**src/rtl/itra_pkg.sv**
```systemverilog
package itra_pkg;

  localparam int VALUE_WIDTH = 64;
  localparam int STORE_DEPTH = VALUE_WIDTH;
  localparam int IDX_W = $clog2(STORE_DEPTH);
  localparam int CNT_W = $clog2(STORE_DEPTH + 1);
  localparam int DIV_CNT_W = $clog2(VALUE_WIDTH + 1);

  localparam int RADIX_W = 6;
  localparam int DIGIT_W = 6;
  localparam int CHAR_W = 7;

  localparam logic [RADIX_W-1:0] RADIX_MIN = 6'd2;
  localparam logic [RADIX_W-1:0] RADIX_MAX = 6'd36;
  localparam logic [RADIX_W-1:0] RADIX_RESET = 6'd10;

  localparam logic [CHAR_W-1:0] CHAR_ZERO = 7'h30;
  localparam logic [CHAR_W-1:0] CHAR_LOWER_A = 7'h61;
  localparam logic [DIGIT_W-1:0] DECIMAL_BASE = 6'd10;

  typedef struct packed {
    logic [63:0] value;
    logic        is_signed;
  } in_item_t;

  typedef struct packed {
    logic [CHAR_W-1:0] digit_char;
    logic              negative;
    logic              is_last;
  } out_item_t;

  typedef struct packed {
    logic                   start;
    logic [VALUE_WIDTH-1:0] dividend;
    logic [RADIX_W-1:0]     radix;
  } div_req_t;

  typedef struct packed {
    logic                   done;
    logic [VALUE_WIDTH-1:0] quotient;
    logic [DIGIT_W-1:0]     remainder;
  } div_rsp_t;

  typedef enum logic [2:0] {
    ST_IDLE,
    ST_DIV_START,
    ST_DIV_WAIT,
    ST_EMIT_RD,
    ST_EMIT_LD,
    ST_EMIT_HOLD
  } state_t;

  function automatic logic [CHAR_W-1:0] digit_to_ascii(input logic [DIGIT_W-1:0] d);
    logic [CHAR_W-1:0] dx;
    dx = {1'b0, d};
    if (d >= DECIMAL_BASE) begin
      return CHAR_LOWER_A + dx - {1'b0, DECIMAL_BASE};
    end
    return CHAR_ZERO + dx;
  endfunction

  function automatic logic [RADIX_W-1:0] clamp_radix(input logic [RADIX_W-1:0] r);
    if (r < RADIX_MIN) begin
      return RADIX_MIN;
    end
    if (r > RADIX_MAX) begin
      return RADIX_MAX;
    end
    return r;
  endfunction

endpackage

```
**src/rtl/integer_to_radix_ascii_core.sv**
```systemverilog
// Channel  Direction  Handshake        Payload
// in_      input      valid / stall    in_item_t  (value, is_signed)
// out_     output     valid / stall    out_item_t (digit_char, negative, is_last)
// cfg_     input      valid / ready    radix, 6 bits, clamped to 2..36
//
// One item at a time. Each digit costs one pass of the bit-serial divider, and
// each emitted digit is read from the digit store, loaded into the output
// register and held there until it is taken.
// rst_n is synchronous; the radix returns to 10. Input stalls from acceptance
// until the last digit of the run is taken; the digit register holds on stall.
module integer_to_radix_ascii_core (
  input  logic               clk,
  input  logic               rst_n,
  input  logic               in_valid,
  output logic               in_stall,
  input  itra_pkg::in_item_t in_data,
  output logic               out_valid,
  input  logic               out_stall,
  output itra_pkg::out_item_t out_data,
  input  logic               cfg_valid,
  output logic               cfg_ready,
  input  logic [5:0]         cfg_data
);
  import itra_pkg::*;

  state_t state_r, state_nxt;

  logic [RADIX_W-1:0]     radix_r;
  logic [VALUE_WIDTH-1:0] quot_r;
  logic                   neg_r;
  logic [CNT_W-1:0]       cnt_r;
  logic [IDX_W-1:0]       rd_idx_r;
  out_item_t              out_r;

  div_req_t               div_req;
  div_rsp_t               div_rsp;

  logic                   in_xfer;
  logic                   out_xfer;
  logic                   last_digit;
  logic                   ram_we;
  logic                   ram_re;
  logic                   out_load;
  logic [DIGIT_W-1:0]     ram_rdata;

  logic [VALUE_WIDTH-1:0] in_val;
  logic                   in_neg;
  logic [VALUE_WIDTH-1:0] in_mag;

  assign cfg_ready = 1'b1;

  always_ff @(posedge clk) begin
    if (!rst_n) begin
      radix_r <= RADIX_RESET;
    end else if (cfg_valid && cfg_ready) begin
      radix_r <= clamp_radix(cfg_data);
    end
  end

  assign in_val = in_data.value[VALUE_WIDTH-1:0];
  assign in_neg = in_data.is_signed && in_val[VALUE_WIDTH-1];
  assign in_mag = in_neg ? (~in_val + VALUE_WIDTH'(1)) : in_val;

  assign in_xfer    = in_valid && !in_stall;
  assign out_xfer   = out_valid && !out_stall;
  assign last_digit = (div_rsp.quotient == '0) || (cnt_r == CNT_W'(STORE_DEPTH - 1));

  always_comb begin
    state_nxt = state_r;
    case (state_r)
      ST_IDLE: begin
        if (in_valid) begin
          state_nxt = ST_DIV_START;
        end
      end
      ST_DIV_START: begin
        state_nxt = ST_DIV_WAIT;
      end
      ST_DIV_WAIT: begin
        if (div_rsp.done) begin
          state_nxt = last_digit ? ST_EMIT_RD : ST_DIV_START;
        end
      end
      ST_EMIT_RD: begin
        state_nxt = ST_EMIT_LD;
      end
      ST_EMIT_LD: begin
        state_nxt = ST_EMIT_HOLD;
      end
      ST_EMIT_HOLD: begin
        if (!out_stall) begin
          state_nxt = out_r.is_last ? ST_IDLE : ST_EMIT_RD;
        end
      end
      default: begin
        state_nxt = ST_IDLE;
      end
    endcase
  end

  always_comb begin
    in_stall         = 1'b1;
    out_valid        = 1'b0;
    div_req.start    = 1'b0;
    div_req.dividend = quot_r;
    div_req.radix    = radix_r;
    ram_we           = 1'b0;
    ram_re           = 1'b0;
    out_load         = 1'b0;
    case (state_r)
      ST_IDLE: begin
        in_stall = 1'b0;
      end
      ST_DIV_START: begin
        div_req.start = 1'b1;
      end
      ST_DIV_WAIT: begin
        ram_we = div_rsp.done;
      end
      ST_EMIT_RD: begin
        ram_re = 1'b1;
      end
      ST_EMIT_LD: begin
        out_load = 1'b1;
      end
      ST_EMIT_HOLD: begin
        out_valid = 1'b1;
      end
      default: begin
        in_stall = 1'b1;
      end
    endcase
  end

  always_ff @(posedge clk) begin
    if (!rst_n) begin
      state_r <= ST_IDLE;
      cnt_r   <= '0;
    end else begin
      state_r <= state_nxt;
      if (in_xfer) begin
        cnt_r <= '0;
      end else if (ram_we) begin
        cnt_r <= cnt_r + CNT_W'(1);
      end
    end
  end

  always_ff @(posedge clk) begin
    if (in_xfer) begin
      quot_r <= in_mag;
      neg_r  <= in_neg;
    end else if (ram_we) begin
      quot_r <= div_rsp.quotient;
    end
    // Start the readout at the most significant digit just stored.
    if (ram_we && last_digit) begin
      rd_idx_r <= cnt_r[IDX_W-1:0];
    end else if (out_xfer && !out_r.is_last) begin
      rd_idx_r <= rd_idx_r - IDX_W'(1);
    end
    if (out_load) begin
      out_r.digit_char <= digit_to_ascii(ram_rdata);
      out_r.negative   <= neg_r;
      out_r.is_last    <= (rd_idx_r == '0);
    end
  end

  assign out_data = out_r;

  itra_divider u_divider (
    .clk   (clk),
    .rst_n (rst_n),
    .req   (div_req),
    .rsp   (div_rsp)
  );

  itra_ram #(
    .WIDTH (DIGIT_W),
    .DEPTH (STORE_DEPTH)
  ) u_digit_store (
    .clk   (clk),
    .we    (ram_we),
    .waddr (cnt_r[IDX_W-1:0]),
    .wdata (div_rsp.remainder),
    .re    (ram_re),
    .raddr (rd_idx_r),
    .rdata (ram_rdata)
  );

endmodule

```
**src/rtl/itra_ram.sv**
```systemverilog
module itra_ram #(
  parameter int WIDTH = 8,
  parameter int DEPTH = 64
) (
  input  logic                     clk,
  input  logic                     we,
  input  logic [$clog2(DEPTH)-1:0] waddr,
  input  logic [WIDTH-1:0]         wdata,
  input  logic                     re,
  input  logic [$clog2(DEPTH)-1:0] raddr,
  output logic [WIDTH-1:0]         rdata
);

  logic [WIDTH-1:0] mem [DEPTH];
  logic [WIDTH-1:0] rdata_r;

  always_ff @(posedge clk) begin
    if (we) begin
      mem[waddr] <= wdata;
    end
    if (re) begin
      rdata_r <= mem[raddr];
    end
  end

  assign rdata = rdata_r;

endmodule

```
**src/rtl/itra_divider.sv**
```systemverilog
module itra_divider (
  input  logic               clk,
  input  logic               rst_n,
  input  itra_pkg::div_req_t req,
  output itra_pkg::div_rsp_t rsp
);
  import itra_pkg::*;

  logic [VALUE_WIDTH-1:0] quot_r, quot_nxt;
  logic [DIGIT_W-1:0]     rem_r, rem_nxt;
  logic [RADIX_W-1:0]     radix_r;
  logic [DIV_CNT_W-1:0]   cnt_r;
  logic                   busy_r;
  logic                   done_r;

  logic [DIGIT_W:0] trial;
  logic [DIGIT_W:0] diff;
  logic             fits;

  // One restoring shift-subtract step per cycle, dividend bits enter MSB first.
  always_comb begin
    trial    = {rem_r, quot_r[VALUE_WIDTH-1]};
    fits     = trial >= {1'b0, radix_r};
    diff     = trial - {1'b0, radix_r};
    rem_nxt  = fits ? diff[DIGIT_W-1:0] : trial[DIGIT_W-1:0];
    quot_nxt = {quot_r[VALUE_WIDTH-2:0], fits};
  end

  always_ff @(posedge clk) begin
    if (!rst_n) begin
      busy_r <= 1'b0;
      done_r <= 1'b0;
      cnt_r  <= '0;
    end else begin
      done_r <= 1'b0;
      if (req.start) begin
        busy_r <= 1'b1;
        cnt_r  <= DIV_CNT_W'(VALUE_WIDTH);
      end else if (busy_r) begin
        cnt_r <= cnt_r - DIV_CNT_W'(1);
        if (cnt_r == DIV_CNT_W'(1)) begin
          busy_r <= 1'b0;
          done_r <= 1'b1;
        end
      end
    end
  end

  always_ff @(posedge clk) begin
    if (req.start) begin
      quot_r  <= req.dividend;
      rem_r   <= '0;
      radix_r <= req.radix;
    end else if (busy_r) begin
      quot_r <= quot_nxt;
      rem_r  <= rem_nxt;
    end
  end

  assign rsp = {done_r, quot_r, rem_r};

endmodule

```
**config.mk**
```make
export PLATFORM = sky130hd
export DESIGN_NAME = integer_to_radix_ascii_core
export DESIGN_NICKNAME = d
export VERILOG_FILES = /design/src/rtl/itra_pkg.sv /design/src/rtl/integer_to_radix_ascii_core.sv /design/src/rtl/itra_ram.sv /design/src/rtl/itra_divider.sv
export SDC_FILE = /design/constraint.sdc
export NUM_CORES = 1
export LEC_CHECK = 0
export BUFFER_PORTS_ARGS = -buffer_cell sky130_fd_sc_hd__clkbuf_2
export CORE_ASPECT_RATIO = 1.1
export CORE_UTILIZATION = 62
export CTS_CLUSTER_SIZE = 16
export DETAILED_ROUTE_END_ITERATION = 10
export MAX_ROUTING_LAYER = met4
export PLACE_DENSITY = 0.79
export SYNTH_ARGS = -nofsm -noshare
export SYNTH_HDL_FRONTEND = slang
export SYNTH_SLANG_ARGS = --single-unit
```
**constraint.sdc**
```tcl
create_clock -name clk -period 7.95 [get_ports clk]
set_input_delay 1.59 -clock clk [delete_from_list [all_inputs] [get_ports clk]]
set_output_delay 1.59 -clock clk [all_outputs]
set_load 0.02 [all_outputs]
```
# Yosys cells after proc, flatten, opt, wreduce, memory -nomap -nowiden
# Memory sizes are Yosys's and may differ from the RTL's. A register that Yosys moved wholly into a read port is not among the register bits.
# Cells that the tools add are included.
dict set report op_classes {
  n_addsub 8
  n_lt_le_gt_ge 4
  n_eq_ne 10
  muxes 43
  bitwise 3
  n_reduce_logical 18
}
# op count
set op_table {}
lappend op_table {{$mux 64} 5}
lappend op_table {{$add 64x1->64 const B} 1}
lappend op_table {{$logic_not 64->1} 1}
lappend op_table {{$not 64->64} 1}
lappend op_table {{$mux 6} 7}
lappend op_table {{$mux 7} 4}
lappend op_table {{$mux 1} 21}
lappend op_table {{$pmux 3 s6} 1}
lappend op_table {{$mux 3} 3}
lappend op_table {{$add 6x6->7 const A} 1}
lappend op_table {{$add 7x1->7 const B} 1}
lappend op_table {{$add 7x6->7 const A} 1}
lappend op_table {{$eq 7x1->1 const B} 1}
lappend op_table {{$eq 7x6->1 const B} 1}
lappend op_table {{$ge 7x6->1} 1}
lappend op_table {{$sub 7x1->7 const B} 1}
lappend op_table {{$sub 7x4->7 const B} 1}
lappend op_table {{$eq 3x2->1 const B} 2}
lappend op_table {{$eq 3x3->1 const B} 2}
lappend op_table {{$ge 6x4->1 const B} 1}
lappend op_table {{$gt 6x6->1 const B} 1}
lappend op_table {{$logic_not 6->1} 1}
lappend op_table {{$lt 6x2->1 const B} 1}
lappend op_table {{$reduce_bool 2->1} 3}
lappend op_table {{other kinds (14)} 23}
dict set report word_totals {
  regBits 181
  mem_bits_rw 384
  inputBits 76
  output_inout_bits 12
  elab_cells 103
  memories 1
}
# memory depth width read_ports rd_clocked_by_memory_dff wr line
set memory_table {}
lappend memory_table {u_digit_store.mem 64 6 1 1 1 itra_ram.sv:14} ;# logic [WIDTH-1:0] mem [DEPTH];

# Logic depth before layout (Yosys ltp)
# Gate-level depths: netlist of run 1.
dict set report logic_depth {
  ltp_word 9
  ltp_mapped 10
  ltp_nobuf 10
}

# By module
# From an unflattened synthesis of run 1, not the netlist that was laid out.
dict set report hier_totals {
  cells_unflattened 1593
  hier_area_um2 24887.6
}
# mod instances cells_per_inst area_each_um2 seq_area_each_um2
set by_module_without_submodules {}
lappend by_module_without_submodules {itra_ram 1 720 15285.9 11711.2}
lappend by_module_without_submodules {integer_to_radix_ascii_core 1 614 5774.3 2722.6}
lappend by_module_without_submodules {itra_divider 1 259 3827.4 2402.3}

# Least setup slack after synthesis of run 1
# No wires, ideal clock.
dict set report synth_timing {
  path_type {register -> register}
  start {register state_r[2]}
  end {register quot_r[0], enable pin}
  setup_time_ns 0.574
  arrival_time_ns 5.090
  required_time_ns 7.376
  path_slack_ns 2.286
  path_stages_with_launch 3
  n_path_buf 0
  period_less_slack_ns 5.664
  cell_sequence {dfxtp_1 -> nand3b_1 -> o21ai_0}
}
dict set report synth_between {
  elab_chain_cells 3
  elab_cells_between_ends 5
  cone_classes {1 x eq/ne; 1 x mux; 3 x reduce/logical}
}
# element line
set synth_rtl {}
lappend synth_rtl {{start, declared} integer_to_radix_ascii_core.sv:26} ;# state_t state_r, state_nxt;
lappend synth_rtl {{start signal, assigned} integer_to_radix_ascii_core.sv:140} ;# state_r <= state_nxt;
lappend synth_rtl {{$eq 3x2->1 or $logic_not 3->1 (tied branches)} integer_to_radix_ascii_core.sv:110} ;# case (state_r)
lappend synth_rtl {{$mux 1 or $logic_and 1x1->1 (tied branches)} {integer_to_radix_ascii_core.sv:110, integer_to_radix_ascii_core.sv:64}}
lappend synth_rtl {{$reduce_bool 2->1 (no source line) *} -}
lappend synth_rtl {{end signal, assigned} integer_to_radix_ascii_core.sv:151} ;# quot_r <= in_mag;
lappend synth_rtl {{end signal, assigned} integer_to_radix_ascii_core.sv:154} ;# quot_r <= div_rsp.quotient;
lappend synth_rtl {{end, declared} integer_to_radix_ascii_core.sv:29} ;# logic [VALUE_WIDTH-1:0] quot_r;
# Mark *: on every way between the ends. The rest lies on a longest branch, timed or not.
# A chain may end at the register's enable or synchronous reset.

==> results of run 1 <==
[flip-flops by register name (all words and copies together), names as in the netlist, 7 cells and up]
| register | cells |
|---|---|
| u_digit_store.mem | 384 |
| quot_r | 64 |
| u_divider.quot_r | 64 |
| out_data | 9 |
| cnt_r | 7 |
| u_divider.cnt_r | 7 |
[metrics by stage]
stage / std cells / utilization [%] / instance area, um^2 / power, mW / worst slack, ns
2_1_floorplan: 1728 / - / 24900 / 4.31 / 2.29
3_3_place_gp: 2257 / 65.4 / 25700 / 4.57 / 4.07
3_5_place_dp: 2257 / 65.4 / 25700 / 4.62 / 4.01
4_1_cts: 2356 / 69.9 / 27500 / 7.17 / 4.27
5_1_grt: 2356 / 69.9 / 27500 / 7.37 / 4.05
6_report: 2356 / 69.9 / 27500 / 7.16 / 4.33
[power by group through the flow]
stage	clock network [mW]	registers [mW]	logic, mW
after floorplan	0	3.98	0.331
after global placement	0	3.95	0.626
after detailed placement	0	3.96	0.661
after CTS	2.61	3.90	0.667
after global routing	2.71	3.92	0.737
final	2.59	3.90	0.670
[placed cells by master, fill, tap and decap left out, drive strengths merged, types with 7 or more instances in the layout]
| cell | n |
|---|---|
| buf | 17 |
| nor3 | 31 |
| a31oi | 23 |
| o31ai | 9 |
| o22ai | 8 |
| nand4 | 10 |
| o21ai | 90 |
| a22oi | 16 |
| dfxtp | 31 |
| mux4 | 103 |
| nor2b | 8 |
| mux2i | 9 |
| nand3 | 20 |
| xor2 | 25 |
| clkinv | 22 |
| edfxtp | 540 |
| or3 | 7 |
| nor4 | 33 |
| inv | 39 |
| nand3b | 10 |
| xnor2 | 56 |
| ha | 18 |
| nand2 | 311 |
| nor2 | 138 |
| clkbuf | 154 |
| a21oi | 46 |
[cells by family (layout without fill, tap and decap cells)]
group | after synthesis | after routing | share of synthesized area, %
AO/OA/AOI/OAI | 226 | 226 | 5.54
XOR/XNOR | 81 | 81 | 2.85
adder cells (fa/ha/maj) | 19 | 19 | 0.986
buffers and inverters | 120 | 241 | 2.04
flip-flops | 571 | 571 | 67.7
multiplexers | 118 | 118 | 9.96
other | 1 | 1 | 0.0151
AND/OR/NAND/NOR | 592 | 592 | 10.9
[worst max-delay path: cells and delay by family, from the launching register on]
kind / cells / cell delay, ns
muxes: 2 / 0.85
AOI/OAI and AO/OA: 3 / 0.56
DFF: 1 / 0.35
and+or+nand+nor: 1 / 0.14
buffers and inverters: 2 / 1.44
[final cells by class]
cell class,count,area [um^2]
multi-input cells,1037,7560
clock inverters,31,315
repair buffers,103,558
clock buffers,68,1470
fillers,2579,11800
inverters,39,146
flip-flops and latches,571,16800
well taps,507,634
[final timing paths]
path | start | to | slack [ns] | cells after the start
hold / removal | radix_r[3] | u_divider.radix_r[3] | 0.43 | 0
setup reg to reg | rd_idx_r[0] | u_digit_store.rdata[2] | 4.33 | 8
setup / recovery | rd_idx_r[0] | u_digit_store.rdata[2] | 4.33 | 8
hold reg to reg | radix_r[3] | u_divider.radix_r[3] | 0.43 | 0
[routing by layer]
layer / global-route usage, % / routed length, um
met5: - / 0
met4: 10.7 / 2070
met3: 3.73 / 3670
met2: 47.6 / 28400
met1: 35.9 / 21000
==> flow_metrics.tcl, run 1 <==
set metrics [dict create \
    status "completed" \
    drc_errors 0 \
    endpoint_kind "flop" \
    syn-instance-count 1728 \
    grt_overflow 0 \
    clk_pin_slew_ns 0.06 \
    seqPwrFrac_pct 54.5 \
    netlist_area_um2 24900 \
    fmax_mhz 276 \
    ys_ff_latch 571 \
    cp.arrival_ns 3.96 \
    min_path_type "flop to flop" \
    track_usage_pct 28.5 \
    cts_max_level 2 \
    ir_worst_vdd_v 0.000166 \
    postCtsSetupRepairBufs 0 \
    crit_chain "buf_4, buf_4, mux4_2, mux2_2, a21oi_1, nand2_1, a21oi_1, o21ai_1" \
    clock-root-buffer "clkbuf_16" \
    nNetsFinal 1900 \
    worstPathMaxFanout 53 \
    synth.most_common_cell "edfxtp_1" \
    finalCritPeriodShare_pct 45.6 \
    io_pins 88 \
    place_congestion 0.902 \
    ys_async_sr_fraction_pct 0 \
    coreArea_um2 39400 \
    power.leakage_nw 9.45 \
    critPathMaxStageDelay_ns 0.81 \
    drtAntennaViolNets 0 \
    yosysSeqAreaShare_pct 67.7 \
    rsz0062_at_grt "false" \
    synth_cell_type_count 71 \
    antennaDiodeCount 0 \
    p_int_mw 5.41 \
    combPwrFrac_pct 9.4 \
    synth_nets 1823 \
    hold_ws_ns 0.429 \
    die_area_um2 40900 \
    rows 76 \
    worst_pin_slew_ns 1.28 \
    p_sw_mw 1.75 \
    drv_slew 0 \
    yosysTopAreaCell "edfxtp_1" \
    ys_warn_count 0 \
    drt-pass1-iter-count 5 \
    layout_min_cycle_time_ns 3.62 \
    power_frac_clock_pct 36.1 \
    required_ns 8.29 \
    drt-vias-per-instance 6.35 \
    synth_top_area_share_pct 65.2 \
    hold_viol_final 0 \
    antenna_found_initial 0 \
    maxCapViolCount 0 \
    routedWlPerCell_um 23.4 \
    drtIter0Drc 1806 \
    syn_to_final_growth_pct 10.6 \
    drt-total-wl_mm 55.2 \
    grt_pass1_wl_mm 84.5 \
    cts_hold_buf 0 \
    numPortBuffers 86 \
    dr_total_vias 14952 \
    slew_headroom_pct 14.7 \
    p_sw_share_pct 24.5 \
    critPathSlowestCell "buf_4" \
    skew_ns 0.0222 \
    cts.path.max_buffers 3 \
    synth-edff-count 540 \
    grt_pass1_vias 15066 \
    clock-sinks 571 \
    powerDensity_nw_per_um2 260 \
    setup_viol 0 \
    fp.dieH_um 212 \
    syn_area_per_cell_um2 14.4 \
    drive_above_1_share_pct 17.7 \
    place_hpwl_mm 35.1 \
    insertion_delay_ns 0.59 \
    numCtsBuffers 53 \
    cts_tree "yes" \
    worst_setup_path_start_kind "flop" \
    start_util_pct 63.2 \
    synth_ff_type "edfxtp_1" \
    synth_area_leaders "edfxtp_1, mux4_2, nand2_1, dfxtp_1, nor2_1" \
    tns_ns 0 \
    cts.repair.resized 0 \
    synth_common_cells "edfxtp_1, nand2_1, nor2_1, mux4_2, o21ai_0" \
    worstSetupPathType "flop to flop" \
    die_w_um 193 \
    grt_max_degree 125 \
]
(Power assumes the default switching activity.)
==> inputs of run 2 (changes only) <==
CORE_UTILIZATION = 56   (was 62)
PLACE_DENSITY = 0.75   (was 0.79)
clock period = 3.3 ns   (was 7.95 ns; I/O delays follow)
==> run 2 against run 1 <==
Effect of this change:
- count of clock-buffer cells in the layout is 4 higher
- combinational power rose to 2.8 times the previous value
- die area increased by 11%
- clock skew up 0.0075 ns
- final cell count up 4.0%
- sequential cell count unchanged
- sequential share of layout area decreased by 0.85 points
- critical endpoint is now u_digit_store.mem[45][1]
- largest power group unchanged
==> flow_metrics.tcl, run 2 (synthesized netlist as in run 1, its figures left out) <==
set metrics [dict create \
    cp.arrival_ns 3.04 \
    r2r_cells 5 \
    dr_total_vias 14968 \
    worstPathMaxFanout 8 \
    die_w_um 203 \
    grt_max_degree 83 \
    fp.dieH_um 223 \
    start_util_pct 57.0 \
    crit_top_cell "nor2_1" \
    largest_reg_flops 384 \
    power.leakage_nw 9.62 \
    worst_setup_path_start_kind "flop" \
    post-route-util_pct 63.9 \
    hold_path_depth 3 \
    drt-pass1-iter-count 6 \
    final_common_cell "edfxtp_1" \
    required_ns 3.55 \
    ir_worst_vdd_v 0.000513 \
    hold_viol_final 0 \
    rsz0062_at_grt "false" \
    cts.repair.resized 0 \
    nNetsFinal 1927 \
    top_register "u_digit_store.mem" \
    syn_to_final_growth_pct 12.2 \
    critPathMaxStageDelay_ns 0.65 \
    drv_slew 0 \
    endpoint_kind "flop" \
    slew_headroom_pct 24.0 \
    routedWlPerCell_um 22.6 \
    maxCapViolCount 0 \
    drc_errors 0 \
    cts.path.max_buffers 3 \
    antennaDiodeCount 0 \
    worstSetupPathType "flop to flop" \
    grt_pass1_wl_mm 86.0 \
    cts_hold_buf 0 \
    fmax_mhz 359 \
    numCtsBuffers 55 \
    drt-total-wl_mm 55.5 \
    die_area_um2 45300 \
    clock-sinks 571 \
    critPathSlowestCell "nor2_1" \
    antenna_found_initial 0 \
    grt_pass1_vias 15042 \
    drt-vias-per-instance 6.11 \
    drtIter0Drc 1583 \
    finalCritPeriodShare_pct 84.4 \
    drtAntennaViolNets 0 \
    place_congestion 0.916 \
    clk_pin_slew_ns 0.06 \
    tns_ns 0 \
    coreArea_um2 43600 \
    setup_viol 0 \
    status "completed" \
    rows 80 \
    cts_max_level 2 \
    drive_above_1_share_pct 18.7 \
    cts_tree "yes" \
    io_pins 88 \
    clock-root-buffer "clkbuf_16" \
    track_usage_pct 25.7 \
    insertion_delay_ns 0.62 \
    grt_overflow 0 \
    crit_chain "nand3b_1, nor2_1, and2_0, nand2_1, nor2_1" \
    postCtsSetupRepairBufs 0 \
    reg_top3 "u_digit_store.mem: 384 flops, quot_r: 64 flops, u_divider.quot_r: 64 flops" \
    powerDensity_nw_per_um2 624 \
    place_hpwl_mm 35.7 \
    numPortBuffers 86 \
    worst_pin_slew_ns 1.14 \
    min_path_type "input pin to flop" \
    layout_min_cycle_time_ns 2.78 \
    layout_common_cells "edfxtp_1, nand2_1, nor2_1" \
    skew_ns 0.0297 \
]
==> run 2: changes by cell type in the layout (fill, tap and decap cells not counted) <==
cell and delta:
buf_12 +6, clkinv_1 +4, bufinv_16 -1, clkbuf_16 +3, buf_4 +19, clkinv_2 -3, clkinv_4 -2, clkbuf_1 +1
clkinvlp_4 -1, clkinv_8 +1
==> run 2: layer usage <==
layer	track usage [%]	routed length [um]	part of all wire (%)
met5	-	0	0
met4	8.32	1530	2.8
met3	3.17	3840	6.9
met2	43.0	28200	51
met1	33.0	21900	39
==> run 2: path summary, 6_finish.rpt <==
check | from | end | slack (ns)
setup / recovery | state_r[2] | u_digit_store.mem[45][1] | 0.52
hold / removal | cfg_data[2] | radix_r[2] | 0.31
setup reg to reg | state_r[2] | u_digit_store.mem[45][1] | 0.52
hold reg to reg | neg_r | out_data[1] | 0.42
==> run 2: cell type report <==
| class | count | area [um^2] |
|---|---|---|
| inverter | 39 | 146 |
| multi-input combinational | 1037 | 7560 |
| sequential | 571 | 16800 |
| timing repair buffer | 128 | 821 |
| tap | 574 | 718 |
| clock inverter | 29 | 277 |
| fill | 3175 | 15700 |
| clock buffer | 72 | 1540 |
==> run 2: where the power goes <==
| part | switching [mW] | total [mW] | internal, mW |
|---|---|---|---|
| Sequential | 0.193 | 9.17 | 8.98 |
| Clock | 2.69 | 6.37 | 3.68 |
| Combinational | 1.42 | 1.88 | 0.463 |
| Total | 4.30 | 17.4 | 13.1 |
==> run 2: stage by stage <==
step / instances / setup slack, ns / hold slack (ns) / cell area [um^2] / total power [mW]
6_report: 2450 / 0.516 / 0.311 / 27900 / 17.4
5_1_grt: 2450 / 0.351 / 0.316 / 27900 / 18.0
4_1_cts: 2450 / 0.568 / 0.286 / 27900 / 17.5
3_5_place_dp: 2349 / 0.394 / 0.408 / 26100 / 11.2
3_3_place_gp: 2349 / 0.471 / 0.408 / 26100 / 11.1
2_1_floorplan: 1728 / 0.314 / 0.400 / 24900 / 10.4
==> run 2: worst max-delay path: cells and delay by family, from the launching register on <==
family	cells	cell delay [ns]
AND/OR/NAND/NOR	5	2.05
flip-flops	1	0.38
